### config.mk
export PLATFORM = sky130hd
export DESIGN_NAME = line_scanline_rasterizer_flat
export DESIGN_NICKNAME = d
export VERILOG_FILES = /design/src/hdl/lsr_pkg.sv /design/src/hdl/lsr_chan_if.sv /design/src/hdl/lsr_cfg_regs.sv /design/src/hdl/lsr_stepper.sv /design/src/hdl/line_scanline_rasterizer.sv /design/src/flat_wrapper.sv
export SDC_FILE = /design/constraint.sdc
export NUM_CORES = 1
export LEC_CHECK = 0
export BUFFER_PORTS_ARGS = -buffer_cell sky130_fd_sc_hd__buf_2
export CORE_MARGIN = 3
export CORE_UTILIZATION = 45
export CTS_CLUSTER_SIZE = 30
export DETAILED_ROUTE_END_ITERATION = 10
export GPL_TIMING_DRIVEN = 0
export SYNTH_ARGS = -nofsm -noshare
export SYNTH_HDL_FRONTEND = slang
export SYNTH_HIERARCHICAL = 1
export SYNTH_SLANG_ARGS = --single-unit
### constraint.sdc
create_clock -name clk -period 7.1 [get_ports clk]
set_input_delay 1.775 -clock clk [delete_from_list [all_inputs] [get_ports clk]]
set_output_delay 1.775 -clock clk [all_outputs]
set_load 0.005 [all_outputs]
### src/hdl/lsr_pkg.sv
// Shared constants, types and register codes of the line scanline rasterizer.
`timescale 1ns / 1ps

package lsr_pkg;

	localparam int COORD_BITS   = 12;
	localparam int LINE_BUF_MAX = 1024;
	localparam int INK_W        = 16;

	localparam int IDX_W  = $clog2(LINE_BUF_MAX);
	localparam int LEN_W  = IDX_W + 1;
	localparam int CFG_W  = (INK_W > COORD_BITS) ? INK_W : COORD_BITS;
	localparam int CFG_IDX_W = 3;

	// Working widths: one guard bit on coordinates, three more for the error term.
	localparam int STEP_W = COORD_BITS + 1;
	localparam int ERR_W  = COORD_BITS + 4;
	localparam int SPAN_W = COORD_BITS + 2;

	typedef logic signed [COORD_BITS-1:0] coord_in_t;
	typedef logic signed [STEP_W-1:0]     coord_t;
	typedef logic signed [ERR_W-1:0]      err_t;
	typedef logic signed [ERR_W:0]        err2_t;
	typedef logic signed [SPAN_W-1:0]     span_t;
	typedef logic [LEN_W-1:0]             len_t;
	typedef logic [IDX_W-1:0]             idx_t;
	typedef logic [INK_W-1:0]             ink_t;
	typedef logic [CFG_IDX_W-1:0]         cfg_idx_t;
	typedef logic [CFG_W-1:0]             cfg_data_t;

	localparam cfg_idx_t REG_START_COL = cfg_idx_t'(0);
	localparam cfg_idx_t REG_START_ROW = cfg_idx_t'(1);
	localparam cfg_idx_t REG_END_COL   = cfg_idx_t'(2);
	localparam cfg_idx_t REG_END_ROW   = cfg_idx_t'(3);
	localparam cfg_idx_t REG_INK       = cfg_idx_t'(4);

	localparam len_t LEN_MAX = len_t'(LINE_BUF_MAX);

	typedef struct packed {
		coord_in_t start_col;
		coord_in_t start_row;
		coord_in_t end_col;
		coord_in_t end_row;
		ink_t      ink;
	} lsr_cfg_t;

	// Start values handed from the sequencer to the stepper.
	typedef struct packed {
		logic   start;
		coord_t row;
		coord_t x0;
		coord_t y0;
		coord_t x1;
		coord_t y1;
		err_t   dx;
		err_t   dy;
		err_t   err;
		logic   sx_neg;
	} lsr_step_cmd_t;

	typedef struct packed {
		logic   done;
		logic   have;
		coord_t lo;
		coord_t hi;
	} lsr_step_sts_t;

endpackage

### src/hdl/lsr_chan_if.sv
// Request and result channel interfaces of the line scanline rasterizer.
`timescale 1ns / 1ps

interface lsr_req_if;
	import lsr_pkg::*;

	logic      valid;
	logic      ready;
	coord_in_t scan_row;
	coord_in_t window_col;
	len_t      buffer_length;

	modport source (output valid, output scan_row, output window_col, output buffer_length,
		input ready);
	modport sink (input valid, input scan_row, input window_col, input buffer_length,
		output ready);
endinterface

interface lsr_res_if;
	import lsr_pkg::*;

	logic valid;
	logic ready;
	logic hit;
	idx_t span_first;
	idx_t span_last;
	ink_t pixel_ink;

	modport source (output valid, output hit, output span_first, output span_last,
		output pixel_ink, input ready);
	modport sink (input valid, input hit, input span_first, input span_last,
		input pixel_ink, output ready);
endinterface

### src/hdl/lsr_cfg_regs.sv
// Configuration register file: endpoints and ink.
`timescale 1ns / 1ps

module lsr_cfg_regs (
	input  logic               clk,
	input  logic               arst_n,
	input  logic               cfg_we,
	input  lsr_pkg::cfg_idx_t  cfg_index,
	input  lsr_pkg::cfg_data_t cfg_data,
	output lsr_pkg::lsr_cfg_t  cfg
);
	import lsr_pkg::*;

	lsr_cfg_t cfg_q;

	always_ff @(posedge clk or negedge arst_n) begin
		if (!arst_n) begin
			cfg_q <= '0;
		end else if (cfg_we) begin
			unique case (cfg_index)
				REG_START_COL: cfg_q.start_col <= coord_in_t'(cfg_data[COORD_BITS-1:0]);
				REG_START_ROW: cfg_q.start_row <= coord_in_t'(cfg_data[COORD_BITS-1:0]);
				REG_END_COL:   cfg_q.end_col   <= coord_in_t'(cfg_data[COORD_BITS-1:0]);
				REG_END_ROW:   cfg_q.end_row   <= coord_in_t'(cfg_data[COORD_BITS-1:0]);
				REG_INK:       cfg_q.ink       <= cfg_data[INK_W-1:0];
				default: ;
			endcase
		end
	end

	assign cfg = cfg_q;

endmodule

### src/hdl/lsr_stepper.sv
// Bresenham error stepper: one step per cycle, gathers the run on the wanted row.
`timescale 1ns / 1ps

module lsr_stepper (
	input  logic                  clk,
	input  logic                  arst_n,
	input  logic                  load,
	input  lsr_pkg::lsr_step_cmd_t cmd,
	output lsr_pkg::lsr_step_sts_t sts
);
	import lsr_pkg::*;

	logic   busy_q;
	logic   have_q;
	coord_t x_q, y_q, x1_q, y1_q, row_q, lo_q, hi_q;
	err_t   err_q, dx_q, dy_q;
	logic   sx_neg_q;

	err2_t  e2;
	logic   move_x, move_y, on_row, finish;
	err_t   err_next;

	always_comb begin
		e2       = err2_t'({err_q, 1'b0});
		move_x   = e2 > -err2_t'(dy_q);
		move_y   = e2 < err2_t'(dx_q);
		err_next = err_q - (move_x ? dy_q : err_t'(0)) + (move_y ? dx_q : err_t'(0));
		on_row   = y_q == row_q;
		// Stop once past the row or at the far endpoint, which still counts.
		finish   = (y_q > row_q) || ((x_q == x1_q) && (y_q == y1_q));
	end

	always_ff @(posedge clk or negedge arst_n) begin
		if (!arst_n) begin
			busy_q <= 1'b0;
			have_q <= 1'b0;
		end else if (load) begin
			busy_q <= cmd.start;
			have_q <= 1'b0;
		end else if (busy_q) begin
			if (on_row) begin
				have_q <= 1'b1;
			end
			if (finish) begin
				busy_q <= 1'b0;
			end
		end
	end

	always_ff @(posedge clk) begin
		if (load) begin
			x_q      <= cmd.x0;
			y_q      <= cmd.y0;
			x1_q     <= cmd.x1;
			y1_q     <= cmd.y1;
			row_q    <= cmd.row;
			dx_q     <= cmd.dx;
			dy_q     <= cmd.dy;
			err_q    <= cmd.err;
			sx_neg_q <= cmd.sx_neg;
		end else if (busy_q) begin
			if (on_row) begin
				if (!have_q || x_q < lo_q) begin
					lo_q <= x_q;
				end
				if (!have_q || x_q > hi_q) begin
					hi_q <= x_q;
				end
			end
			if (!finish) begin
				err_q <= err_next;
				if (move_x) begin
					x_q <= sx_neg_q ? x_q - coord_t'(1) : x_q + coord_t'(1);
				end
				if (move_y) begin
					y_q <= y_q + coord_t'(1);
				end
			end
		end
	end

	assign sts.done = busy_q && finish;
	assign sts.have = have_q;
	assign sts.lo   = lo_q;
	assign sts.hi   = hi_q;

endmodule

### src/hdl/line_scanline_rasterizer.sv
// Top level of the line scanline rasterizer: sequencer, clipping and result register.
`timescale 1ns / 1ps

// Channel   Dir   Beat contents
// req       in    scan_row, window_col, buffer_length
// res       out   hit, span_first, span_last, pixel_ink
// cfg_*     in    register index and data, one write per enabled cycle
//
// A request passes from acceptance through the setup state, the step state, in which
// the stepper walks Bresenham steps from the upper endpoint down to the requested
// row, and the clip state into the result register. The single stepper advances one
// step per cycle. Rows outside the line skip the step state.
// Reset clears the configuration registers, the sequencer and the result valid flag.
// The block takes one request at a time; a finished result waits in the output
// register, and the next request is accepted while it waits. A result that is still
// waiting when the next one is ready holds the block in the clip state.

module line_scanline_rasterizer (
	input  logic               clk,
	input  logic               arst_n,
	input  logic               cfg_we,
	input  lsr_pkg::cfg_idx_t  cfg_index,
	input  lsr_pkg::cfg_data_t cfg_data,
	lsr_req_if.sink            req,
	lsr_res_if.source          res
);
	import lsr_pkg::*;

	localparam logic [1:0] ST_IDLE  = 2'd0;
	localparam logic [1:0] ST_SETUP = 2'd1;
	localparam logic [1:0] ST_STEP  = 2'd2;
	localparam logic [1:0] ST_CLIP  = 2'd3;

	logic [1:0] state_q;

	lsr_cfg_t      cfg;
	lsr_step_cmd_t step_cmd;
	lsr_step_sts_t step_sts;

	// Request fields, held for the whole walk.
	coord_t row_q;
	span_t  win_q;
	len_t   len_q;

	logic out_valid_q;
	logic hit_q;
	idx_t first_q, last_q;
	ink_t ink_q;

	lsr_cfg_regs u_cfg (
		.clk       (clk),
		.arst_n    (arst_n),
		.cfg_we    (cfg_we),
		.cfg_index (cfg_index),
		.cfg_data  (cfg_data),
		.cfg       (cfg)
	);

	// Setup: order the endpoints so the walk runs downward, then derive the
	// stepper's start values. Equal rows keep the endpoints as written.
	coord_t sx0, sy0, sx1, sy1;
	err_t   xdiff;
	logic   in_range;

	always_comb begin
		if (cfg.start_row > cfg.end_row) begin
			sx0 = coord_t'(cfg.end_col);
			sy0 = coord_t'(cfg.end_row);
			sx1 = coord_t'(cfg.start_col);
			sy1 = coord_t'(cfg.start_row);
		end else begin
			sx0 = coord_t'(cfg.start_col);
			sy0 = coord_t'(cfg.start_row);
			sx1 = coord_t'(cfg.end_col);
			sy1 = coord_t'(cfg.end_row);
		end
		xdiff = err_t'(sx1) - err_t'(sx0);

		step_cmd.x0     = sx0;
		step_cmd.y0     = sy0;
		step_cmd.x1     = sx1;
		step_cmd.y1     = sy1;
		step_cmd.row    = row_q;
		step_cmd.dx     = (xdiff < err_t'(0)) ? -xdiff : xdiff;
		step_cmd.dy     = err_t'(sy1) - err_t'(sy0);
		step_cmd.err    = step_cmd.dx - step_cmd.dy;
		step_cmd.sx_neg = !(sx0 < sx1);

		in_range       = (row_q >= sy0) && (row_q <= sy1) && (len_q != '0);
		step_cmd.start = in_range;
	end

	lsr_stepper u_stepper (
		.clk    (clk),
		.arst_n (arst_n),
		.load   (state_q == ST_SETUP),
		.cmd    (step_cmd),
		.sts    (step_sts)
	);

	// Clipping: shift the run into buffer indices and trim it to the buffer.
	span_t a_idx, b_idx, last_idx;
	logic  clip_hit;
	idx_t  clip_first, clip_last;
	logic  out_load;

	always_comb begin
		a_idx      = span_t'(step_sts.lo) - win_q;
		b_idx      = span_t'(step_sts.hi) - win_q;
		last_idx   = span_t'(len_q) - span_t'(1);
		clip_hit   = step_sts.have && (b_idx >= span_t'(0)) && (a_idx <= last_idx);
		clip_first = (a_idx < span_t'(0)) ? '0 : a_idx[IDX_W-1:0];
		clip_last  = (b_idx > last_idx) ? last_idx[IDX_W-1:0] : b_idx[IDX_W-1:0];
		out_load   = (state_q == ST_CLIP) && (!out_valid_q || res.ready);
	end

	always_ff @(posedge clk or negedge arst_n) begin
		if (!arst_n) begin
			state_q     <= ST_IDLE;
			out_valid_q <= 1'b0;
		end else begin
			unique case (state_q)
				ST_IDLE: begin
					if (req.valid) begin
						state_q <= ST_SETUP;
					end
				end
				ST_SETUP: begin
					state_q <= in_range ? ST_STEP : ST_CLIP;
				end
				ST_STEP: begin
					if (step_sts.done) begin
						state_q <= ST_CLIP;
					end
				end
				ST_CLIP: begin
					if (out_load) begin
						state_q <= ST_IDLE;
					end
				end
				default: state_q <= ST_IDLE;
			endcase

			if (out_load) begin
				out_valid_q <= 1'b1;
			end else if (res.ready) begin
				out_valid_q <= 1'b0;
			end
		end
	end

	always_ff @(posedge clk) begin
		if (state_q == ST_IDLE && req.valid) begin
			row_q <= coord_t'(req.scan_row);
			win_q <= span_t'(req.window_col);
			len_q <= (req.buffer_length > LEN_MAX) ? LEN_MAX : req.buffer_length;
		end
		if (out_load) begin
			hit_q   <= clip_hit;
			first_q <= clip_hit ? clip_first : '0;
			last_q  <= clip_hit ? clip_last : '0;
			ink_q   <= cfg.ink;
		end
	end

	assign req.ready      = state_q == ST_IDLE;
	assign res.valid      = out_valid_q;
	assign res.hit        = hit_q;
	assign res.span_first = first_q;
	assign res.span_last  = last_q;
	assign res.pixel_ink  = ink_q;

`ifndef SYNTHESIS
	a_span_order: assert property (@(posedge clk) disable iff (!arst_n)
		res.valid && res.hit |-> res.span_first <= res.span_last)
		else $error("span_first above span_last on a hit");

	a_miss_zero: assert property (@(posedge clk) disable iff (!arst_n)
		res.valid && !res.hit |-> res.span_first == '0 && res.span_last == '0)
		else $error("span fields not cleared on a miss");

	a_accept_setup: assert property (@(posedge clk) disable iff (!arst_n)
		req.valid && req.ready |=> state_q == ST_SETUP)
		else $error("accepted beat did not start setup");

	a_done_in_step: assert property (@(posedge clk) disable iff (!arst_n)
		step_sts.done |-> state_q == ST_STEP)
		else $error("stepper finished outside the step state");

	a_setup_next: assert property (@(posedge clk) disable iff (!arst_n)
		state_q == ST_SETUP |=> state_q == ST_STEP || state_q == ST_CLIP)
		else $error("setup lasted more than one cycle");
`endif

endmodule
### src/flat_wrapper.sv
// flat-port wrapper written by rule: the top's interface ports become plain ports
module line_scanline_rasterizer_flat import lsr_pkg::*;
  (clk, arst_n, cfg_we, cfg_index, cfg_data, req_valid, req_scan_row, req_window_col, req_buffer_length, req_ready, res_valid, res_hit, res_span_first, res_span_last, res_pixel_ink, res_ready);
  lsr_req_if req_i ();
  lsr_res_if res_i ();
  input  logic clk;
  input  logic arst_n;
  input  logic cfg_we;
  input  lsr_pkg::cfg_idx_t cfg_index;
  input  lsr_pkg::cfg_data_t cfg_data;
  input wire logic [$bits(req_i.valid)-1:0] req_valid;
  input wire logic [$bits(req_i.scan_row)-1:0] req_scan_row;
  input wire logic [$bits(req_i.window_col)-1:0] req_window_col;
  input wire logic [$bits(req_i.buffer_length)-1:0] req_buffer_length;
  output wire logic [$bits(req_i.ready)-1:0] req_ready;
  output wire logic [$bits(res_i.valid)-1:0] res_valid;
  output wire logic [$bits(res_i.hit)-1:0] res_hit;
  output wire logic [$bits(res_i.span_first)-1:0] res_span_first;
  output wire logic [$bits(res_i.span_last)-1:0] res_span_last;
  output wire logic [$bits(res_i.pixel_ink)-1:0] res_pixel_ink;
  input wire logic [$bits(res_i.ready)-1:0] res_ready;
  assign req_i.valid = req_valid;
  assign req_i.scan_row = req_scan_row;
  assign req_i.window_col = req_window_col;
  assign req_i.buffer_length = req_buffer_length;
  assign req_ready = req_i.ready;
  assign res_valid = res_i.valid;
  assign res_hit = res_i.hit;
  assign res_span_first = res_i.span_first;
  assign res_span_last = res_i.span_last;
  assign res_pixel_ink = res_i.pixel_ink;
  assign res_i.ready = res_ready;
  line_scanline_rasterizer u_core (.clk(clk), .arst_n(arst_n), .cfg_we(cfg_we), .cfg_index(cfg_index), .cfg_data(cfg_data), .req(req_i), .res(res_i));
endmodule
==> qor.yml, run 1 <==
synthSimpleGateAreaFrac: 0.147
clock_path_buffers: 3
drt-initial-drc-count: 941
synth.ff_latch_count: 281
antenna_left: 0
fmax_mhz: 147
async_flop_share: 0.246
power_density_nw_per_um2: 329
critical-path-max-stage-delay_ns: 0.53
cp.arrival_ns: 7.11
cts-root-buf: "clkbuf_16"
ioPinCount: 98
htree_num_levels: 1
netlist_area_sq_um: 20200
gp_congestion: 0.958
worstRegToRegCells: 33
path_class: "reg -> reg"
die_y_um: 218
cts_buffers: 31
grt_max_degree: 67
outcome: "finished, final reports clean"
core_area_sq_um: 44300
synth_edf_count: 212
ys.flop_type: "edfxtp_1"
synth.distinct_cells: 96
leakage_nw: 9.88
vias: 15300
setup_violations: 0
final_util: 0.521
vdd_drop_max_mv: 0.425
tritoncts: "built"
worst_slew_pin_slew_ns: 0.956
synth_compound_area_frac: 0.133
hold_viol_final: 0
critPathBufInv: 2
drc: 0
critPathTopFamily: "compound AO/OA/AOI/OAI gates"
hold_buffers: 0
drive_gt1_frac: 0.155
synth.most_common_cell: "nand2_1"
period_share: 0.959
cp.required_ns: 7.40
drt_wl_total_um: 50900
area_growth_pct: 14.1
numClockSinks: 281
synthCells: 2026
via_per_inst: 5.46
synth-warning-count: 6
nets: 2475
synth_common_cells: "nand2_1 (223), inv_1 (222), ha_1 (213), edfxtp_1 (212), o21ai_0 (114)"
grt_remaining_overflow: 0
diodes: 0
cp_num_cells: 33
antenna_found_initial: 0
fin_crit_ns: 6.81
cpMostUsedCell: "a21o_1"
grt_first_pass_wirelength_um: 79800
gr-usage-all-layers: 0.212
dr.pass1.iters: 6
cp-start-kind: "register"
synth-xor-area-share: 0.0708
drv_slew: 0
fillCellCount: 4023
die_area_sq_um: 47500
crit_path_top_delay_cell: "or4_4"
io_buffers: 96
synth_top_cell_by_area: "edfxtp_1"
max-slew-margin-rel: 0.361
die_w_um: 218
yosys-top-cells-area: "edfxtp_1 (31%), ha_1 (13%), dfrtp_1 (8.5%), nand2_1 (4.1%), inv_1 (4.1%)"
yosysTopAreaCellShare: 0.315
synthMuxAreaShare: 0.0434
clk_pin_slew_ns: 0.06
p_total_mw: 7.59
dp_hpwl_um: 40400
min_delay_path_depth: 0
seq_area_frac_synth: 0.400
wl_per_cell_um: 18.2
rows: 77
avgSynthCellArea_sq_um: 9.98
worst-path-max-fanout: 5
hold_class: "reg -> reg"
clk_latency_ns: 0.57
start_util: 0.456
synthAdderAreaFrac: 0.154
grt_pass1_vias: 14800
worst_setup_path_end_kind: "register"
max_cap_viol_count: 0
synth_top_family_by_area: "adder cells"
finClkSkew_ns: 0.0144
[placed cells by master, fill, tap and decap left out, drive strengths merged, types with 5 or more instances in the layout]
cell    count
nor2b      48
nand2b     33
o41ai       5
and4        6
nand4      30
conb        5
nor2       96
maj3        7
a31oi      22
mux2       70
dfrtp      69
edfxtp    212
mux2i       9
clkinv     16
nand3      31
and3        6
or2         9
fa         19
or3        16
nand2     225
xnor2      84
o211ai     12
a21oi      87
nor3       34
xor2       70
inv       225
nor4       15
ha        213
o221ai      5
a211oi     10
buf       137
o21ai     122
o21bai     13
o31ai       8
o21a       26
a21o       41
and2       30
a311oi     11
clkbuf     65
[area by class of cell]
| class | count | area, sq um | area share |
|---|---|---|---|
| inverters | 223 | 837 | 0.0363 |
| plain buffers | 42 | 210 | 0.00911 |
| clock buffers | 37 | 841 | 0.0364 |
| well taps | 592 | 741 | 0.0321 |
| flip-flops and latches | 281 | 8100 | 0.351 |
| repair buffers | 123 | 753 | 0.0326 |
| multi-input cells | 1482 | 11400 | 0.496 |
| clock inverters | 20 | 158 | 0.00683 |
[through the flow]
step	hold WS, ns	std cells	setup TNS, ns	setup WS (ns)	cell area (sq um)
floorplan	0.421	2030	0	0.624	20200
global placement	0.427	2718	-1.09	-0.387	21500
detailed placement	0.431	2722	-1.27	-0.437	21600
CTS	0.446	2782	0	0.0443	22600
global route	0.456	2800	-0.0528	-0.0446	23100
finish	0.440	2800	0	0.291	23100
[state kept, by name (all words and copies together) (netlist names), 13 cells and up]
signal / cells
u_core/res.pixel_ink: 16
u_core/u_cfg/cfg: 64
u_core/u_stepper/dx_q: 16
u_core/u_stepper/dy_q: 16
u_core/u_stepper/err_q: 16
u_core/u_stepper/hi_q: 13
u_core/u_stepper/lo_q: 13
u_core/u_stepper/row_q: 13
u_core/u_stepper/x1_q: 13
u_core/u_stepper/x_q: 13
u_core/u_stepper/y1_q: 13
u_core/u_stepper/y_q: 13
[timing repair]
action | 4_1_cts | 5_1_grt
gates resized for setup | 5 | 58
buffers inserted | 4 | 19
endpoints found under the setup margin | 4 | 6
endpoints found under the hold margin | 0 | 0
pin swaps | 2 | 22
[power by group]
group	switching, mW	leakage, nW	internal [mW]	total [mW]
registers	0.118	2.75	1.95	2.06
clock network	0.668	0.495	0.914	1.58
logic	2.24	6.63	1.71	3.95
[logic make-up after synthesis]
kind of cell             after synthesis
buffers and inverters                267
other                                  1
AO/OA/AOI/OAI                        407
flip-flops                           281
XOR/XNOR                             156
multiplexers                          79
AND/OR/NAND/NOR                      596
adder cells (fa/ha/maj)              239
[metal layers]
| metal | routed length (um) | GRT usage | part of all wire |
|---|---|---|---|
| met1 | 22700 | 0.280 | 0.45 |
| met4 | 1860 | 0.0683 | 0.037 |
| met2 | 24200 | 0.366 | 0.47 |
| met5 | 0 | 0 | 0 |
| met3 | 2150 | 0.0230 | 0.042 |
[final timing paths]
kind                                            from                          to  slack, ns
worst max-delay path            u_core/u_cfg/cfg[17]  u_core/u_stepper/err_q[14]       0.29
worst min-delay path             u_core/u_cfg/cfg[5]     u_core/res.pixel_ink[5]       0.44
worst max register to register  u_core/u_cfg/cfg[17]  u_core/u_stepper/err_q[14]       0.29
worst min register to register   u_core/u_cfg/cfg[5]     u_core/res.pixel_ink[5]       0.44
max in group asynchronous                     arst_n        u_core/u_cfg/cfg[41]       5.39
min in group asynchronous                     arst_n         u_core/u_cfg/cfg[2]       1.14
Power figures use the tool's default switching activity.
==> run 2, diff against run 1 <==
--- a/config.mk
+++ b/config.mk
@@ -5,11 +5,11 @@
 export SDC_FILE = /design/constraint.sdc
 export NUM_CORES = 1
 export LEC_CHECK = 0
-export BUFFER_PORTS_ARGS = -buffer_cell sky130_fd_sc_hd__buf_2
 export CORE_MARGIN = 3
 export CORE_UTILIZATION = 45
 export CTS_CLUSTER_SIZE = 30
 export DETAILED_ROUTE_END_ITERATION = 10
+export DONT_BUFFER_PORTS = 1
 export GPL_TIMING_DRIVEN = 0
 export SYNTH_ARGS = -nofsm -noshare
 export SYNTH_HDL_FRONTEND = slang
==> constraint.sdc (replaced) <==
create_clock -name clk -period 8.5 [get_ports clk]
set_input_delay 2.125 -clock clk [delete_from_list [all_inputs] [get_ports clk]]
set_output_delay 2.125 -clock clk [all_outputs]
set_load 0.005 [all_outputs]
==> run 2 against run 1 <==
Fmax fell by 11%. Non-clock buffer count fell by 117. Cell count fell by 4.0%. Critical path depth rose by 3. Count of clock-buffer cells in the layout rose by 15. Worst setup slack improved by 0.55 ns. Hold slack got worse by 0.0053 ns. Clock skew rose by 0.012 ns. Combinational power fell by 25%. Flip-flop and latch count did not move. Clock power fell by 6%. Critical endpoint is now u_core/u_stepper/err_q[15].
==> qor.yml, run 2 (synthesis gave the netlist of run 1 again) <==
vdd_drop_max_mv: 0.234
cpMostUsedCell: "nand2_1"
period_share: 0.901
leakage_nw: 9.37
rsz0062_at_grt: "no"
outcome: "finished, final reports clean"
worst-path-max-fanout: 10
nets: 2362
drv_slew: 0
hold_buffers: 0
setup_violations: 0
multi_input_area_sq_um: 11100
ioPinCount: 98
die_area_sq_um: 47500
die_y_um: 218
grt_max_degree: 70
gr-usage-all-layers: 0.216
grt_first_pass_wirelength_um: 81000
gp_congestion: 0.918
hold_class: "reg -> reg"
max-slew-margin-rel: 0.371
place_inst: 2626
core_area_sq_um: 44300
wl_per_cell_um: 19.0
cts-root-buf: "clkbuf_16"
fin_crit_ns: 7.66
clk_latency_ns: 0.54
power_density_nw_per_um2: 277
clk_pin_slew_ns: 0.06
drt-initial-drc-count: 856
final_area_sq_um: 22200
fmax_mhz: 131
cp-start-kind: "register"
dp_hpwl_um: 40800
drt_wl_total_um: 51000
worst_setup_path_end_kind: "register"
grt_remaining_overflow: 0
via_per_inst: 5.48
rows: 77
top_layer: "met4"
clock_path_buffers: 3
dpl_worst_slack_ns: 0.899
critical-path-max-stage-delay_ns: 0.52
wl_met3_um: 2100
layout_commonest_cell: "nand2_1"
htree_num_levels: 2
diodes: 0
finClkSkew_ns: 0.0265
layout_setup_ws_ns: 0.843
io_buffers: 0
worst_slew_pin_slew_ns: 0.943
area_growth_pct: 9.89
finalSetupTns_ns: 0
cp.required_ns: 8.75
grt_pass1_vias: 14800
drc: 0
cts_buffers: 35
final_cells: 2688
antenna_left: 0
die_w_um: 218
hold_viol_final: 0
mostFrequentLayoutCells: "nand2_1 (223), inv_1 (222), ha_1 (212), edfxtp_1 (212), o21ai_0 (114)"
start_util: 0.456
numClockSinks: 281
drive_gt1_frac: 0.0906
largest_reg_flops: 64
path_class: "reg -> reg"
vias: 14700
cp.arrival_ns: 7.91
cts-resized-gates: 0
fillCellCount: 4054
crit_path_top_delay_cell: "buf_1"
dr.pass1.iters: 5
antenna_found_initial: 0
dpl-instance-area_sq_um: 21100
regArea_sq_um: 8090
met1_length_um: 23000
post-cts-setup-buffer-count: 0
tritoncts: "built"
wl_met2_um: 24000
max_cap_viol_count: 0
## run 2: cell count changes in the layout (fill, tap and decap cells not counted), moves of 5 or more
cell / previous run / this run
a21oi_1: 81 / 86
buf_2: 99 / 5
ha_4: 11 / 1
buf_4: 26 / 4
ha_1: 200 / 212
clkbuf_8: 0 / 8
a21oi_2: 6 / 1
## run 2: power breakdown
part	internal [mW]	total [mW]	switching, mW
sequential	1.63	1.72	0.0942
combinational	1.21	2.97	1.75
clock	0.895	1.48	0.582
## run 2: per-stage QoR
step | total power, mW | hold WS (ns) | util
floorplan | 4.00 | 0.421 | -
global placement | 4.63 | 0.427 | 0.473
detailed placement | 4.69 | 0.433 | 0.476
CTS | 6.21 | 0.440 | 0.501
global route | 6.62 | 0.446 | 0.501
finish | 6.16 | 0.435 | 0.501
## run 2: final cells by class
class,count,share of cell area
Inverter,223,0.0377
Sequential cell,281,0.364
Clock inverter,10,0.00366
Buffer,44,0.00963
Clock buffer,52,0.0478
Timing Repair Buffer,4,0.00332
Multi-Input combinational cell,1482,0.500
Tap cell,592,0.0333
## run 2: metal layers
layer | vias up | track usage
met5 | - | 0
met4 | 0 | 0.0822
met3 | 74 | 0.0307
met2 | 316 | 0.371
met1 | 7041 | 0.278
li1 | 7301 | -
## run 2: worst paths after layout
check | startpoint | to | slack [ns] | cells past startpoint
max | u_core/u_cfg/cfg[17] | u_core/u_stepper/err_q[15] | 0.84 | 36
min | u_core/u_cfg/cfg[14] | u_core/res.pixel_ink[14] | 0.43 | 0
max reg2reg | u_core/u_cfg/cfg[17] | u_core/u_stepper/err_q[15] | 0.84 | 36
min reg2reg | u_core/u_cfg/cfg[14] | u_core/res.pixel_ink[14] | 0.43 | 0
max in group asynchronous | arst_n | u_core/u_stepper/have_q | 7.07 | 0
min in group asynchronous | arst_n | u_core/u_cfg/cfg[39] | 1.28 | 0
## run 2: worst max-delay path, delay by kind of cell (launching register included)
family | cells | cell delay, ns
buffers and inverters | 2 | 0.66
flip-flops | 1 | 0.42
XOR/XNOR | 1 | 0.13
AO/OA/AOI/OAI | 15 | 2.71
adder cells (fa/ha/maj) | 2 | 0.66
multiplexers | 2 | 0.60
AND/OR/NAND/NOR | 14 | 2.16
